`src/hw/rtl/spq_pkg.sv`:
```
// ============================================================================
// Stable priority queue package
// Shared defaults, codes and control types for the sorted cell chain.
// ============================================================================
package spq_pkg;

    localparam int DEPTH_DEFAULT          = 16;
    localparam int PAYLOAD_WIDTH_DEFAULT  = 32;
    localparam int PRIORITY_WIDTH_DEFAULT = 16;

    // Operation codes carried on the input beat.
    localparam logic OP_ENQUEUE = 1'b0;
    localparam logic OP_DEQUEUE = 1'b1;

    // Result status codes.
    typedef enum logic [1:0] {
        STATUS_DONE  = 2'd0,
        STATUS_EMPTY = 2'd1,
        STATUS_FULL  = 2'd2
    } status_t;

    // Command broadcast to every cell of the chain at once.
    typedef struct packed {
        logic insert;   // Sorted insert of the broadcast entry.
        logic shift;    // Every entry moves one place toward the head.
    } spq_ctrl_t;

endpackage

```
`src/hw/rtl/spq_cell.sv`:
```
// ============================================================================
// Stable priority queue cell
// One slot of the sorted chain: holds an entry and picks its next value from
// itself, its neighbors or the broadcast entry.
// ============================================================================
module spq_cell
    import spq_pkg::*;
#(
    parameter int PAYLOAD_WIDTH  = PAYLOAD_WIDTH_DEFAULT,
    parameter int PRIORITY_WIDTH = PRIORITY_WIDTH_DEFAULT
)
(
    input  logic                             clk,
    input  spq_ctrl_t                        ctrl,
    input  logic                             occupied,
    input  logic signed [PRIORITY_WIDTH-1:0] new_priority,
    input  logic        [PAYLOAD_WIDTH-1:0]  new_payload,
    input  logic                             prev_keep,
    input  logic signed [PRIORITY_WIDTH-1:0] prev_priority,
    input  logic        [PAYLOAD_WIDTH-1:0]  prev_payload,
    input  logic signed [PRIORITY_WIDTH-1:0] succ_priority,
    input  logic        [PAYLOAD_WIDTH-1:0]  succ_payload,
    output logic                             keep,
    output logic signed [PRIORITY_WIDTH-1:0] priority_q,
    output logic        [PAYLOAD_WIDTH-1:0]  payload_q,
    output logic signed [PRIORITY_WIDTH-1:0] priority_d,
    output logic        [PAYLOAD_WIDTH-1:0]  payload_d
);

    logic signed [PRIORITY_WIDTH-1:0] priority_reg;
    logic        [PAYLOAD_WIDTH-1:0]  payload_reg;
    logic signed [PRIORITY_WIDTH-1:0] priority_next;
    logic        [PAYLOAD_WIDTH-1:0]  payload_next;

    // An occupied entry of equal or lower priority value stays ahead of a new one.
    assign keep = occupied && (priority_reg <= new_priority);

    always_comb
    begin
        priority_next = priority_reg;
        payload_next  = payload_reg;
        if (ctrl.insert)
        begin
            if (!keep)
            begin
                if (prev_keep)
                begin
                    priority_next = new_priority;
                    payload_next  = new_payload;
                end
                else
                begin
                    priority_next = prev_priority;
                    payload_next  = prev_payload;
                end
            end
        end
        else if (ctrl.shift)
        begin
            priority_next = succ_priority;
            payload_next  = succ_payload;
        end
    end

    always_ff @(posedge clk)
    begin
        priority_reg <= priority_next;
        payload_reg  <= payload_next;
    end

    assign priority_q = priority_reg;
    assign payload_q  = payload_reg;
    assign priority_d = priority_next;
    assign payload_d  = payload_next;

endmodule

```
`src/hw/rtl/stable_priority_queue.sv`:
```
// ============================================================================
// Stable priority queue
// Bounded min-first priority queue kept sorted in a chain of cells.
// ============================================================================
// Results are registered: a beat shows in the cycle after its input is accepted.
// Throughput: one operation per cycle while the result register can take a beat;
// each cell compares its priority with the broadcast priority in parallel.
// Reset clears the entry count and the result valid flag; entry contents and the
// result fields are left undefined and are never read before being written.
module stable_priority_queue
    import spq_pkg::*;
#(
    parameter int DEPTH          = DEPTH_DEFAULT,
    parameter int PAYLOAD_WIDTH  = PAYLOAD_WIDTH_DEFAULT,
    parameter int PRIORITY_WIDTH = PRIORITY_WIDTH_DEFAULT,
    localparam int CountWidth    = $clog2(DEPTH + 1)
)
(
    input  logic                             clk,
    input  logic                             rst_n,
    // Operation channel.
    input  logic                             in_valid,
    output logic                             in_ready,
    input  logic                             operation,
    input  logic signed [PRIORITY_WIDTH-1:0] priority_req,
    input  logic        [PAYLOAD_WIDTH-1:0]  payload,
    // Result channel.
    output logic                             out_valid,
    input  logic                             out_ready,
    output logic        [1:0]                status,
    output logic        [PAYLOAD_WIDTH-1:0]  removed_payload,
    output logic                             head_valid,
    output logic signed [PRIORITY_WIDTH-1:0] head_priority,
    output logic        [PAYLOAD_WIDTH-1:0]  head_payload,
    output logic        [CountWidth-1:0]     occupancy
);

    // Entry count: cell i holds a live entry exactly when i is below it.
    logic [CountWidth-1:0] count_reg;
    logic [CountWidth-1:0] count_next;

    // Result register. It decouples the chain from the consumer: a new beat is
    // taken whenever the register is empty or is being drained this cycle.
    logic                             out_valid_reg;
    status_t                          status_reg;
    logic        [PAYLOAD_WIDTH-1:0]  removed_reg;
    logic                             head_valid_reg;
    logic signed [PRIORITY_WIDTH-1:0] head_priority_reg;
    logic        [PAYLOAD_WIDTH-1:0]  head_payload_reg;
    logic        [CountWidth-1:0]     occupancy_reg;

    logic                             in_fire;
    logic                             is_full;
    logic                             is_empty;
    spq_ctrl_t                        ctrl;
    status_t                          status_next;
    logic        [PAYLOAD_WIDTH-1:0]  removed_next;

    // Chain wiring, one slot per cell.
    logic                             cell_keep  [DEPTH];
    logic signed [PRIORITY_WIDTH-1:0] cell_pri_q [DEPTH];
    logic        [PAYLOAD_WIDTH-1:0]  cell_pay_q [DEPTH];
    logic signed [PRIORITY_WIDTH-1:0] cell_pri_d [DEPTH];
    logic        [PAYLOAD_WIDTH-1:0]  cell_pay_d [DEPTH];

    assign in_ready = !out_valid_reg || out_ready;
    assign in_fire  = in_valid && in_ready;
    assign is_full  = (count_reg == CountWidth'(DEPTH));
    assign is_empty = (count_reg == '0);

    // Decode the accepted beat into the chain command and the result status.
    always_comb
    begin
        ctrl         = '0;
        status_next  = STATUS_DONE;
        removed_next = '0;
        count_next   = count_reg;
        if (in_fire)
        begin
            unique case (operation)
                OP_ENQUEUE:
                begin
                    if (is_full)
                    begin
                        status_next = STATUS_FULL;
                    end
                    else
                    begin
                        ctrl.insert = 1'b1;
                        count_next  = count_reg + CountWidth'(1);
                    end
                end
                OP_DEQUEUE:
                begin
                    if (is_empty)
                    begin
                        status_next = STATUS_EMPTY;
                    end
                    else
                    begin
                        ctrl.shift   = 1'b1;
                        removed_next = cell_pay_q[0];
                        count_next   = count_reg - CountWidth'(1);
                    end
                end
                default:
                begin
                    status_next = STATUS_DONE;
                end
            endcase
        end
    end

    // The sorted chain. The head cell sees a virtual neighbor that always keeps
    // its place, so a new entry that goes before everything lands in cell 0.
    // The tail cell takes zeros on a removal; that slot is beyond the count.
    for (genvar i = 0; i < DEPTH; i++)
    begin : g_cell
        logic                             prev_keep;
        logic signed [PRIORITY_WIDTH-1:0] prev_pri;
        logic        [PAYLOAD_WIDTH-1:0]  prev_pay;
        logic signed [PRIORITY_WIDTH-1:0] succ_pri;
        logic        [PAYLOAD_WIDTH-1:0]  succ_pay;

        if (i == 0)
        begin : g_head
            assign prev_keep = 1'b1;
            assign prev_pri  = '0;
            assign prev_pay  = '0;
        end
        else
        begin : g_link
            assign prev_keep = cell_keep[i-1];
            assign prev_pri  = cell_pri_q[i-1];
            assign prev_pay  = cell_pay_q[i-1];
        end

        if (i == DEPTH - 1)
        begin : g_tail
            assign succ_pri = '0;
            assign succ_pay = '0;
        end
        else
        begin : g_body
            assign succ_pri = cell_pri_q[i+1];
            assign succ_pay = cell_pay_q[i+1];
        end

        spq_cell #(
            .PAYLOAD_WIDTH  (PAYLOAD_WIDTH),
            .PRIORITY_WIDTH (PRIORITY_WIDTH)
        ) u_cell (
            .clk           (clk),
            .ctrl          (ctrl),
            .occupied      (CountWidth'(i) < count_reg),
            .new_priority  (priority_req),
            .new_payload   (payload),
            .prev_keep     (prev_keep),
            .prev_priority (prev_pri),
            .prev_payload  (prev_pay),
            .succ_priority (succ_pri),
            .succ_payload  (succ_pay),
            .keep          (cell_keep[i]),
            .priority_q    (cell_pri_q[i]),
            .payload_q     (cell_pay_q[i]),
            .priority_d    (cell_pri_d[i]),
            .payload_d     (cell_pay_d[i])
        );
    end

    always_ff @(posedge clk or negedge rst_n)
    begin
        if (!rst_n)
        begin
            count_reg     <= '0;
            out_valid_reg <= 1'b0;
        end
        else
        begin
            count_reg <= count_next;
            if (in_fire)
            begin
                out_valid_reg <= 1'b1;
            end
            else if (out_ready)
            begin
                out_valid_reg <= 1'b0;
            end
        end
    end

    // Result payload. The head view is taken from the head cell's next value,
    // so it already reflects this beat's insert or removal.
    always_ff @(posedge clk)
    begin
        if (in_fire)
        begin
            status_reg     <= status_next;
            removed_reg    <= removed_next;
            occupancy_reg  <= count_next;
            head_valid_reg <= (count_next != '0);
            if (count_next != '0)
            begin
                head_priority_reg <= cell_pri_d[0];
                head_payload_reg  <= cell_pay_d[0];
            end
            else
            begin
                head_priority_reg <= '0;
                head_payload_reg  <= '0;
            end
        end
    end

    assign out_valid       = out_valid_reg;
    assign status          = status_reg;
    assign removed_payload = removed_reg;
    assign head_valid      = head_valid_reg;
    assign head_priority   = head_priority_reg;
    assign head_payload    = head_payload_reg;
    assign occupancy       = occupancy_reg;

    // The count never passes the number of cells.
    a_count_bounded: assert property (@(posedge clk) disable iff (!rst_n)
        count_reg <= CountWidth'(DEPTH))
        else $error("entry count exceeds depth");

    // An enqueue into a queue with room grows the count by exactly one.
    a_enqueue_grows: assert property (@(posedge clk) disable iff (!rst_n)
        (in_fire && (operation == OP_ENQUEUE) && !is_full)
        |=> (count_reg == $past(count_reg) + CountWidth'(1)))
        else $error("enqueue did not grow the queue");

    // The two front entries stay in priority order.
    a_head_sorted: assert property (@(posedge clk) disable iff (!rst_n)
        (count_reg >= CountWidth'(2)) |-> (cell_pri_q[0] <= cell_pri_q[1]))
        else $error("front entries out of order");

    // A shown head exists exactly when the queue is not empty.
    a_head_matches_count: assert property (@(posedge clk) disable iff (!rst_n)
        out_valid_reg |-> (head_valid_reg == (occupancy_reg != '0)))
        else $error("head valid disagrees with occupancy");

endmodule

```
`config.mk`:
```
export PLATFORM = sky130hd
export DESIGN_NAME = stable_priority_queue
export DESIGN_NICKNAME = d
export VERILOG_FILES = /design/src/hw/rtl/spq_pkg.sv /design/src/hw/rtl/spq_cell.sv /design/src/hw/rtl/stable_priority_queue.sv
export SDC_FILE = /design/constraint.sdc
export NUM_CORES = 2
export LEC_CHECK = 0
export ABC_CLOCK_PERIOD_IN_PS = 3600
export BUFFER_PORTS_ARGS = -buffer_cell sky130_fd_sc_hd__buf_2
export CAP_MARGIN = 20
export CELL_PAD_IN_SITES_DETAIL_PLACEMENT = 1
export CELL_PAD_IN_SITES_GLOBAL_PLACEMENT = 2
export CORE_MARGIN = 2
export CORE_UTILIZATION = 38
export DETAILED_ROUTE_END_ITERATION = 7
export PLACE_DENSITY_LB_ADDON = 0.1
export RECOVER_POWER = 50
export SLEW_MARGIN = 30
export SYNTH_ARGS = -nofsm -noshare
export SYNTH_HDL_FRONTEND = slang
export SYNTH_HIERARCHICAL = 1
export SYNTH_SLANG_ARGS = --single-unit
export TNS_END_PERCENT = 100
```
`constraint.sdc`:
```
create_clock -name clk -period 3.6 [get_ports clk]
set_input_delay 0.9 -clock clk [delete_from_list [all_inputs] [get_ports clk]]
set_output_delay 0.9 -clock clk [all_outputs]
set_load 0.02 [all_outputs]
```
# Word-level counts from Yosys, hierarchy flattened
# Index checks and enable logic that the tools add are counted.
dict set report totals {
  reg_bits 862
  out_inout_bits 90
  word_cells 270
}
dict set report classes {
  addsub 2
  magnitude_cmp 32
  n_eq_ne 16
  mux 140
  bitwise 1
  reduce_logical 39
}
# cell n
set ops {}
lappend ops {{2-to-1 mux 32 bit} 63}
lappend ops {{2-to-1 mux 16 bit} 63}
lappend ops {{<= comparator 16 bit} 16}
lappend ops {{< comparator 4 x 5 -> 1 bit (first input constant)} 8}
lappend ops {{!= test 2 bit (second input constant)} 15}
lappend ops {{AND reduction 2 bit} 15}
lappend ops {{< comparator 3 x 5 -> 1 bit (first input constant)} 4}
lappend ops {{logical AND 1 bit} 17}
lappend ops {{2-to-1 mux 5 bit} 3}
lappend ops {{< comparator 1 x 5 -> 1 bit (first input constant)} 2}
lappend ops {{< comparator 2 x 5 -> 1 bit (first input constant)} 2}
lappend ops {{one-hot mux 5 bit (2 select lines)} 1}
lappend ops {{2-to-1 mux 1 bit} 7}
lappend ops {{adder 5 x 1 -> 5 bit (second input constant)} 1}
lappend ops {{== test 5 bit (second input constant)} 1}
lappend ops {{logical NOT 5 bit} 1}
lappend ops {{nonzero test 5 bit} 1}
lappend ops {{subtractor 5 x 1 -> 5 bit (second input constant)} 1}
lappend ops {{2-to-1 mux 2 bit} 2}
lappend ops {{one-hot mux 2 bit (2 select lines)} 1}
lappend ops {{nonzero test 2 bit} 2}
lappend ops {{OR reduction 2 bit} 1}
lappend ops {{logical NOT 1 bit} 1}
lappend ops {{logical OR 1 bit} 1}
lappend ops {{NOT 1 bit} 1}

# Logic depth before layout (Yosys ltp)
dict set report depth {
  depth_word 6
  ltp_mapped 13
}

# Modules after synthesis
# Netlist, hierarchy kept.
# module instances cells_per_inst area_each_um2 seq_area_each_um2
set by_module_without_submodules {}
lappend by_module_without_submodules {{spq_cell (g_cell[1].u_cell ...)} 9 381 3517.1 960.9}
lappend by_module_without_submodules {{spq_cell (g_cell[0].u_cell ...)} 7 277 2986.6 960.9}
lappend by_module_without_submodules {stable_priority_queue 1 281 4090.2 2792.7}

# Worst setup path before layout
# OpenSTA, ideal clock, no wires.
dict set report synth_timing {
  path_type {input-to-reg}
  startpoint {input out_ready}
  endpoint {register head_payload_reg[20] (netlist: head_payload[20]), data pin}
  setup_ns 0.262
  t_arrival_ns 4.192
  slack_ns -0.853
  path_stages 8
  path_cell_list {nand2b_1 > buf_2 > nand2_1 > inv_1 > o2111ai_1 > a22oi_2 > buf_2 > a21boi_2}
}
dict set report synth_between {
  elab_chain_len 5
  word_cells_on_any_way 7
  cone_classes {mux (4); reduce/logical (3)}
}
# item line
set synth_rtl {}
lappend synth_rtl {{start, declared} stable_priority_queue.sv:29} ;# input logic out_ready,
lappend synth_rtl {{logical OR 1 bit (*)} stable_priority_queue.sv:66} ;# assign in_ready = !out_valid_reg || out_ready;
lappend synth_rtl {{via in_ready} stable_priority_queue.sv:23} ;# output logic in_ready,
lappend synth_rtl {{logical AND 1 bit (*)} stable_priority_queue.sv:67} ;# assign in_fire = in_valid && in_ready;
lappend synth_rtl {{via in_fire} stable_priority_queue.sv:52} ;# logic in_fire;
lappend synth_rtl {{2-to-1 mux 2 bit} stable_priority_queue.sv:78} ;# if (in_fire)
lappend synth_rtl {{2-to-1 mux 32 bit} spq_cell.sv:58} ;# else if (ctrl.shift)
lappend synth_rtl {{2-to-1 mux 32 bit} spq_cell.sv:42} ;# if (ctrl.insert)
lappend synth_rtl {{end signal, assigned} stable_priority_queue.sv:205} ;# head_payload_reg <= cell_pay_d[0];
lappend synth_rtl {{end, declared} stable_priority_queue.sv:49} ;# logic [PAYLOAD_WIDTH-1:0] head_payload_reg;
# Mark *: on every way through the listed nets, which the timed path passes. The rest lies on a longest branch.
# A chain may end at the register's enable or synchronous reset.

==> flow_metrics.py <==
metrics = {
    "global_route": {
        "track_usage_pct": 22.0,
        "grt_max_degree": 113,
        "grt_pass1_wl_um": 271000,
        "gr-total-overflow": 0,
        "antenna_found_initial": 10,
        "first_global_vias": 45224,
    },
    "drt": {
        "drc": 0,
        "drtAntennaViolNets": 0,
        "wl_per_cell_um": 21.4,
        "route.met3.wl_um": 3860,
        "dr.pass1.iters": 6,
        "top_layer": "met4",
        "wl_met2_um": 74600,
        "drt-initial-drc-count": 2029,
        "num_vias": 43516,
        "avgViaCountPerCell": 5.44,
        "totalWireLength_um": 171000,
        "wl_met1_um": 88800,
    },
    "finish": {
        "final_nets": 6287,
        "largest_reg_flops": 512,
        "syn_to_final_growth_pct": 15.3,
        "drive_gt1_share_pct": 18.1,
        "stdcell_area_um2": 65300,
    },
    "worst_setup_path": {
        "worstPathRequired_ns": 4.18,
        "path_cells": "buf_2 > clkbuf_2 > inv_1 > ha_1 > a211o_1 > a21oi_1 > o31ai_1 > a211o_1 > nand3_1 > clkbuf_2 > mux2i_1 > mux2i_1",
        "cp_slowest_cell": "clkbuf_2",
        "cp-start-kind": "primary input",
        "max_stage_delay_ns": 0.41,
        "critPathArrivalTime_ns": 4.03,
        "cp_max_fo": 11,
        "worst-setup-path-type": "in2reg",
        "worstSetupEndpointType": "flop",
    },
    "clock_tree": {
        "cts_setup_buffers": 0,
        "cts.sinks": 862,
        "cts-htree-levels": 3,
        "ctsResizeCount": 0,
        "cts_root_buffer": "clkbuf_16",
        "cts_hold_buf": 1,
        "path_clk_slew_ns": 0.06,
        "numCtsBuffers": 108,
        "clk_latency_ns": 0.73,
        "cts_buffer_depth": 3,
        "cts_tree": "yes",
    },
    "place": {
        "placed_area_um2": 62400,
        "portBuffers": 142,
        "place_hpwl_um": 129000,
        "gp_congestion": 0.802,
    },
    "timing": {
        "rsz0062_at_grt": "false",
        "maxSlewHeadroom_pct": 21.8,
        "max_clock_freq_ghz": 0.290,
        "clock_skew_ns": 0.0281,
        "setup_viol": 0,
        "final.min_clock_period_ns": 3.45,
        "fin_crit_sh_pct": 95.8,
        "finalMaxSlewViolations": 0,
        "final_hold_viol_count": 0,
        "worst_pin_slew_ns": 1.17,
        "finalSetupTns_ns": 0,
    },
    "floorplan": {
        "io_pins": 143,
        "core_um2": 148000,
        "die_area_um2": 152000,
        "rows": 141,
        "start_util_pct": 38.3,
        "die_x_um": 390,
        "die_h_um": 390,
    },
    "logic_synthesis": {
        "syn_inst": 5648,
        "synthesis.area_um2": 56600,
        "synth.avg_cell_area_um2": 10.0,
        "synth_warnings": 6,
    },
    "hold_path": {
        "hp-class": "reg2reg",
    },
    "power_and_ir_drop": {
        "vdd_drop_max_uv": 471,
        "powerDensity_nw_per_um2": 956,
        "p_leak_uw": 0.0277,
    },
    "outcome": {
        "status": "finished, final reports clean",
    },
    "job": {
        "maxCapViolations": 0,
    },
}
[critical path: cells and delay by family]
kind	cells	cell delay [ns]
adder cells (fa/ha/maj)	1	0.35
AND/OR/NAND/NOR	1	0.33
multiplexers	2	0.43
buffers and inverters	4	0.99
AO/OA/AOI/OAI	4	1.01
[final timing paths]
| path | from | to | slack [ns] | cells past startpoint |
|---|---|---|---|---|
| max in group asynchronous | rst_n | out_valid | 2.74 | 2 |
| worst max-delay path | priority_req[5] | g_cell[13].u_cell/priority_q[9] | 0.15 | 12 |
| min in group asynchronous | rst_n | count_reg[1] | 0.59 | 2 |
| worst min register to register | g_cell[15].u_cell/priority_q[14] | g_cell[15].u_cell/priority_q[14] | 0.50 | 2 |
| worst max register to register | count_reg[0] | g_cell[10].u_cell/payload_q[1] | 0.26 | 11 |
| worst min-delay path | g_cell[15].u_cell/priority_q[14] | g_cell[15].u_cell/priority_q[14] | 0.50 | 2 |
[area by class of cell]
type	count	area (µm²)
fill	16398	82500
multi-input combinational	3772	33900
sequential	862	18200
timing repair buffer	539	4680
clock buffer	154	3160
inverter	691	2590
tap	1930	2410
clock inverter	43	439
antenna	3	7.51
[power by group]
| group | leakage (µW) | internal (µW) | switching, µW |
|---|---|---|---|
| combinational | 0.0186 | 14700 | 17000 |
| sequential | 0.00738 | 14700 | 4980 |
| clock | 0.00176 | 6450 | 4640 |
[placed cells by master, fill, tap and decap left out, types with 86 or more instances in the layout]
| master | count |
|---|---|
| edfxtp_1 | 88 |
| dfxtp_1 | 768 |
| a21oi_1 | 86 |
| ha_1 | 260 |
| a211oi_1 | 421 |
| buf_12 | 93 |
| conb_1 | 97 |
| nor2_1 | 449 |
| a221oi_2 | 353 |
| clkbuf_1 | 125 |
| clkbuf_16 | 109 |
| mux2i_1 | 1398 |
| buf_4 | 266 |
| inv_1 | 689 |
[stage by stage]
stage	std cells	hold WS [ns]	power, µW	worst slack [ns]	util [%]
after CTS	7991	0.469	63600	0.267	44.6
after floorplan	5743	0.466	42000	-0.108	-
after global placement	7793	0.489	51200	-0.0896	42.2
after detailed placement	7793	0.502	52200	-0.119	42.2
after global routing	7994	0.520	67200	0.0183	44.2
final	7994	0.503	62400	0.151	44.2
[per-layer routing]
layer	vias up	GRT usage [%]
met5	-	0
met4	0	5.58
met3	201	2.32
met2	517	34.4
met1	21270	32.2
li1	21528	-
(Power assumes the default switching activity.)
